<file path="config.mk">
export PLATFORM = sky130hd
export DESIGN_NAME = pcd_front_flat
export DESIGN_NICKNAME = d
export VERILOG_FILES = /design/src/pcd_pkg.sv /design/src/pcd_in_if.sv /design/src/pcd_front.sv /design/src/flat_wrapper.sv
export SDC_FILE = /design/constraint.sdc
export NUM_CORES = 1
export LEC_CHECK = 0
export BUFFER_PORTS_ARGS = -buffer_cell sky130_fd_sc_hd__buf_2
export CAP_MARGIN = 20
export CORE_MARGIN = 10
export CORE_UTILIZATION = 50
export CTS_CLUSTER_SIZE = 30
export DETAILED_ROUTE_END_ITERATION = 7
export PLACE_DENSITY_LB_ADDON = 0.1
export SETUP_SLACK_MARGIN = 0.3
export SYNTH_ARGS = -nofsm -noshare
export SYNTH_HDL_FRONTEND = slang
export SYNTH_SLANG_ARGS = --single-unit
</file>
<file path="constraint.sdc">
create_clock -name clk -period 10.4 [get_ports clk]
set_clock_uncertainty 0.15 [all_clocks]
set_input_delay 2.08 -clock clk [delete_from_list [all_inputs] [get_ports clk]]
set_output_delay 2.08 -clock clk [all_outputs]
set_load 0.05 [all_outputs]
</file>
<file path="src/pcd_pkg.sv">
`timescale 1ns / 1ps
`default_nettype none
// ---------------------------------------------------------------------------
// pcd_pkg
// shared types and constants of the prefix code decoder
// ---------------------------------------------------------------------------
package pcd_pkg;

    localparam int TABLE_ENTRIES_DEF = 256;
    localparam int MAX_CODE_LEN_DEF  = 32;

    // bit position of the first code bit in a data byte
    localparam int BYTE_MSB = 7;
    localparam int BYTE_W   = BYTE_MSB + 1;

    localparam logic [1:0] ACT_LOAD   = 2'd0;
    localparam logic [1:0] ACT_DECODE = 2'd1;
    localparam logic [1:0] ACT_CLEAR  = 2'd2;

    typedef enum logic [1:0] {
        CMD_LOAD,
        CMD_DECODE,
        CMD_CLEAR
    } cmd_kind_t;

    // one classified word from the front to the back
    typedef struct packed {
        cmd_kind_t   kind;
        logic [7:0]  idx;
        logic [7:0]  sym;
        logic [31:0] code;
        logic [5:0]  len;
        logic [7:0]  data;
        logic [3:0]  cnt;
        logic        eos;
    } cmd_t;

endpackage : pcd_pkg
`default_nettype wire

</file>
<file path="src/pcd_in_if.sv">
`timescale 1ns / 1ps
`default_nettype none
// ---------------------------------------------------------------------------
// pcd_in_if
// input channel: one load, decode or clear word
// ---------------------------------------------------------------------------
interface pcd_in_if;
    logic        valid;
    logic        ready;
    logic [1:0]  action;
    logic [7:0]  entry_index;
    logic [7:0]  entry_symbol;
    logic [31:0] entry_code;
    logic [5:0]  entry_length;
    logic [7:0]  data_byte;
    logic [3:0]  valid_bits;
    logic        end_of_stream;

    modport source (
        output valid, action, entry_index, entry_symbol, entry_code,
               entry_length, data_byte, valid_bits, end_of_stream,
        input  ready
    );
    modport sink (
        input  valid, action, entry_index, entry_symbol, entry_code,
               entry_length, data_byte, valid_bits, end_of_stream,
        output ready
    );
endinterface : pcd_in_if
`default_nettype wire

</file>
<file path="src/pcd_front.sv">
`timescale 1ns / 1ps
`default_nettype none
// ---------------------------------------------------------------------------
// pcd_front
// accepts input words, classifies them and queues them for the back end
// ---------------------------------------------------------------------------
module pcd_front #(
    parameter int TABLE_ENTRIES = pcd_pkg::TABLE_ENTRIES_DEF
) (
    input  wire logic          clk,
    input  wire logic          rst_n,
    pcd_in_if.sink             din,
    output pcd_pkg::cmd_t      cmd,
    output logic               cmd_valid,
    input  wire logic          cmd_pop
);
    import pcd_pkg::*;

    localparam int DEPTH = 2;

    cmd_t       q_reg [DEPTH];
    logic       wr_ptr_reg, wr_ptr_next;
    logic       rd_ptr_reg, rd_ptr_next;
    logic [1:0] cnt_reg, cnt_next;
    cmd_t       cmd_new;
    logic       keep;
    logic       push;
    logic       pop;

    assign din.ready = (cnt_reg != 2'(DEPTH));

    always_comb
    begin
        cmd_new.kind = CMD_DECODE;
        cmd_new.idx  = din.entry_index;
        cmd_new.sym  = din.entry_symbol;
        cmd_new.code = din.entry_code;
        cmd_new.len  = din.entry_length;
        cmd_new.data = din.data_byte;
        cmd_new.cnt  = (din.valid_bits > 4'(BYTE_W)) ? 4'(BYTE_W) : din.valid_bits;
        cmd_new.eos  = din.end_of_stream;
        keep         = 1'b0;
        case (din.action)
            ACT_LOAD:
            begin
                cmd_new.kind = CMD_LOAD;
                keep = (9'(din.entry_index) < 9'(TABLE_ENTRIES));
            end
            ACT_DECODE:
            begin
                cmd_new.kind = CMD_DECODE;
                keep = 1'b1;
            end
            ACT_CLEAR:
            begin
                cmd_new.kind = CMD_CLEAR;
                keep = 1'b1;
            end
            default:
            begin
                keep = 1'b0;
            end
        endcase
    end

    assign push      = din.valid && din.ready && keep;
    assign pop       = cmd_pop && cmd_valid;
    assign cmd_valid = (cnt_reg != 2'd0);
    assign cmd       = q_reg[rd_ptr_reg];

    always_comb
    begin
        wr_ptr_next = push ? ~wr_ptr_reg : wr_ptr_reg;
        rd_ptr_next = pop ? ~rd_ptr_reg : rd_ptr_reg;
        cnt_next    = cnt_reg + 2'(push) - 2'(pop);
    end

    always_ff @(posedge clk or negedge rst_n)
    begin
        if (!rst_n)
        begin
            wr_ptr_reg <= 1'b0;
            rd_ptr_reg <= 1'b0;
            cnt_reg    <= 2'd0;
        end
        else
        begin
            wr_ptr_reg <= wr_ptr_next;
            rd_ptr_reg <= rd_ptr_next;
            cnt_reg    <= cnt_next;
        end
    end

    always_ff @(posedge clk)
    begin
        if (push)
        begin
            q_reg[wr_ptr_reg] <= cmd_new;
        end
    end

endmodule : pcd_front
`default_nettype wire

</file>
<file path="src/flat_wrapper.sv">
// flat-port wrapper written by rule: the top's interface ports become plain ports
module pcd_front_flat import pcd_pkg::*;
#(
    parameter int TABLE_ENTRIES = pcd_pkg::TABLE_ENTRIES_DEF
)
  (clk, rst_n, cmd, cmd_valid, cmd_pop, din_valid, din_action, din_entry_index, din_entry_symbol, din_entry_code, din_entry_length, din_data_byte, din_valid_bits, din_end_of_stream, din_ready);
  pcd_in_if din_i ();
  input  wire logic clk;
  input  wire logic rst_n;
  output pcd_pkg::cmd_t cmd;
  output logic cmd_valid;
  input  wire logic cmd_pop;
  input wire logic [$bits(din_i.valid)-1:0] din_valid;
  input wire logic [$bits(din_i.action)-1:0] din_action;
  input wire logic [$bits(din_i.entry_index)-1:0] din_entry_index;
  input wire logic [$bits(din_i.entry_symbol)-1:0] din_entry_symbol;
  input wire logic [$bits(din_i.entry_code)-1:0] din_entry_code;
  input wire logic [$bits(din_i.entry_length)-1:0] din_entry_length;
  input wire logic [$bits(din_i.data_byte)-1:0] din_data_byte;
  input wire logic [$bits(din_i.valid_bits)-1:0] din_valid_bits;
  input wire logic [$bits(din_i.end_of_stream)-1:0] din_end_of_stream;
  output wire logic [$bits(din_i.ready)-1:0] din_ready;
  assign din_i.valid = din_valid;
  assign din_i.action = din_action;
  assign din_i.entry_index = din_entry_index;
  assign din_i.entry_symbol = din_entry_symbol;
  assign din_i.entry_code = din_entry_code;
  assign din_i.entry_length = din_entry_length;
  assign din_i.data_byte = din_data_byte;
  assign din_i.valid_bits = din_valid_bits;
  assign din_i.end_of_stream = din_end_of_stream;
  assign din_ready = din_i.ready;
  pcd_front #(.TABLE_ENTRIES(TABLE_ENTRIES)) u_core (.clk(clk), .rst_n(rst_n), .din(din_i), .cmd(cmd), .cmd_valid(cmd_valid), .cmd_pop(cmd_pop));
endmodule
</file>
==> impl_metrics.ini <==
[status]
status = finished, final reports clean

[synth]
ys.warnings.count = 0
ys_seq_area_share_pct = 76.14
synthAdderAreaFrac_pct = 0.2245
yosysUniqueCellTypes = 18
synth_ff_type = edfxtp_1
yosysTopAreaCellShare_pct = 74.34
muxShareOfSynthArea_pct = 18.59
synth_most_common_cell = edfxtp_1
synth_fp_nets = 315
synth_edf_count = 138
ys_async_sr_fraction_pct = 2.817
synth-simple-area-share_pct = 1.279
synth-compound-area-share_pct = 0
ys_ff_latch = 142
post_synth_xor_area_fraction_pct = 0.7856
synth_area_leaders = edfxtp_1, mux2_4, buf_12
yosysTopAreaCell = edfxtp_1
postSynthCellCount = 241
syn_area_um2 = 5574
synth_top_family_by_area = multiplexers
yosys-top-cells-count = edfxtp_1, mux2_4, buf_12
avgSynthCellArea_um2 = 23.13

[cells_and_area]
stdcell_area_um2 = 6877
layout-drive-gt1-share_pct = 59.31
final_nets = 470
syn2layout_area_growth_pct = 23.37
largest_register_ffs = 138
fillers = 816

[sta]
rsz0062_at_grt = no
finalHoldViolCount = 0
relSlewSlack_pct = 34.25
final-setup-viol-count = 0
setup_slack_ns = 5.569
setup_tns_ns = 0
period_share_pct = 46.45
tightest_slew_ns = 0.9862
period_needed_ns = 4.831
drv_slew = 0
clock.fmax_mhz = 207.0

[placed_design]
gp_congestion = 0.7029
place_area_um2 = 6347
io_buffers = 143
place_ws_ns = 6.071
dp_hpwl_mm = 6.939

[worst_setup_path]
crit_path_start_kind = register
endpoint_kind = primary output
required_ns = 8.17
crit_fanout = 53
path_class = reg2out
arrival_ns = 2.60

[detailed_routing]
ant_nets = 0
viasPerCell = 4.913
drc = 0
dr.first_iter.drc_count = 184
vias = 2697
first_pass_iters = 4
routed_wl_mm = 10.30
wl_per_cell_um = 18.77

[grt]
grt_pass1_vias = 2997
grt_pass1_wl_mm = 16.24
grt-ovfl-total = 0
grt_max_degree = 70
globalRouteTotalUtil_pct = 13.44
antenna_found_initial = 2

[floorplanning]
io_pins = 144
die_w_um = 125.6
die_area_um2 = 15770
start_util_pct = 51.20
rows = 38
core_um2 = 10890
die_y_um = 125.6

[cts]
clk_pin_slew_ns = 0.06
cts_root_buffer = clkbuf_8
cts_sinks = 142
cts_buffer_depth = 2
cts_resized = 0
h-tree-depth = 4
cts_tree = yes
cts_buffers = 17
clock_latency_ns = 0.51
hold_buffers = 0
postCtsSetupRepairBufs = 0

[run]
drv_cap = 0

[pwr]
power.density_nw_per_um2 = 327.5
leakagePower_nw = 2.783
ir_drop_uv = 177.1

[hold_path]
min_path_type = reg2reg
[metal layers]
layer  share of wire [%]  up-vias  global-route usage [%]
met2                  50       97                   21.30
met1                  40     1327                   14.85
li1                    -     1256                       -
met5               0.078        -                       0
met3                 8.7       15                   6.760
met4                 1.4        2                   6.165
[path summary, 6_finish.rpt]
| check | depth (start not counted) | endpoint | slack, ns | from |
|---|---|---|---|---|
| hold / removal | 1 | u_core.wr_ptr_reg$_DFFE_PN0P_ | 0.39 | u_core.wr_ptr_reg$_DFFE_PN0P_ |
| max in group asynchronous | 1 | u_core.rd_ptr_reg$_DFFE_PN0P_ | 8.74 | rst_n |
| hold reg to reg | 1 | u_core.wr_ptr_reg$_DFFE_PN0P_ | 0.39 | u_core.wr_ptr_reg$_DFFE_PN0P_ |
| min in group asynchronous | 1 | u_core.wr_ptr_reg$_DFFE_PN0P_ | 1.22 | rst_n |
| setup / recovery | 3 | cmd[21] | 5.57 | u_core.rd_ptr_reg$_DFFE_PN0P_ |
| setup reg to reg | 4 | u_core.q_reg[1][43]$_DFFE_PP_ | 8.12 | u_core.cnt_reg[1]$_DFF_PN0_ |
[per-stage QoR]
stage	hold slack, ns	utilization [%]	std cells	total power [W]
floorplan	0.3181	-	241	0.001616
global placement	0.3908	58.30	517	0.001734
detailed placement	0.3932	58.30	517	0.001741
CTS	0.3996	63.13	548	0.002283
global route	0.4300	63.16	549	0.002349
finish	0.3941	63.16	549	0.002252
[layout by cell type, fill, tap and decap left out]
cell type	count
clkinvlp_4	1
mux2_4	69
nand3_1	1
xnor2_1	2
clkinv_1	4
nor2b_1	4
bufinv_16	2
or2_1	1
nand2b_1	1
edfxtp_1	138
inv_1	2
buf_4	3
and2_4	1
clkbuf_1	4
dfrtp_1	3
nand4b_1	1
dfrtp_4	1
diode_2	1
buf_2	143
clkbuf_16	16
clkbuf_8	1
nand2_1	1
ha_1	1
nor2_4	2
clkinv_2	3
xor2_1	3
[power breakdown]
group / leakage, nW / switching [W] / total [W] / internal [W]
clock network: 0.256 / 0.000204 / 0.000538 / 0.000334
logic: 1.21 / 0.000617 / 0.000914 / 0.000297
registers: 1.32 / 0.0000462 / 0.000800 / 0.000754
[layout make-up]
type | instances | area (um2) | share of cell area (%)
multi-input combinational | 87 | 1179 | 17.14
clock inverter | 10 | 97.59 | 1.419
timing repair buffer | 146 | 738.2 | 10.74
sequential | 142 | 4248 | 61.77
antenna | 1 | 2.502 | 0.03639
tap | 140 | 175.2 | 2.547
inverter | 2 | 7.507 | 0.1092
clock buffer | 21 | 429.2 | 6.241
[cells by family after synthesis]
| kind of cell | count (synthesis) |
|---|---|
| xor+xnor | 5 |
| fa+ha+maj | 1 |
| buf+inv | 12 |
| flops | 142 |
| mux | 69 |
| simple gates | 12 |
[worst max-delay path, cell delays in order (launching register included)]
cell     delay (ns)
dfrtp_4        0.64
buf_4          0.83
mux2_4         0.36
buf_2          0.22
Note: power is estimated with default switching activity, not from simulation.
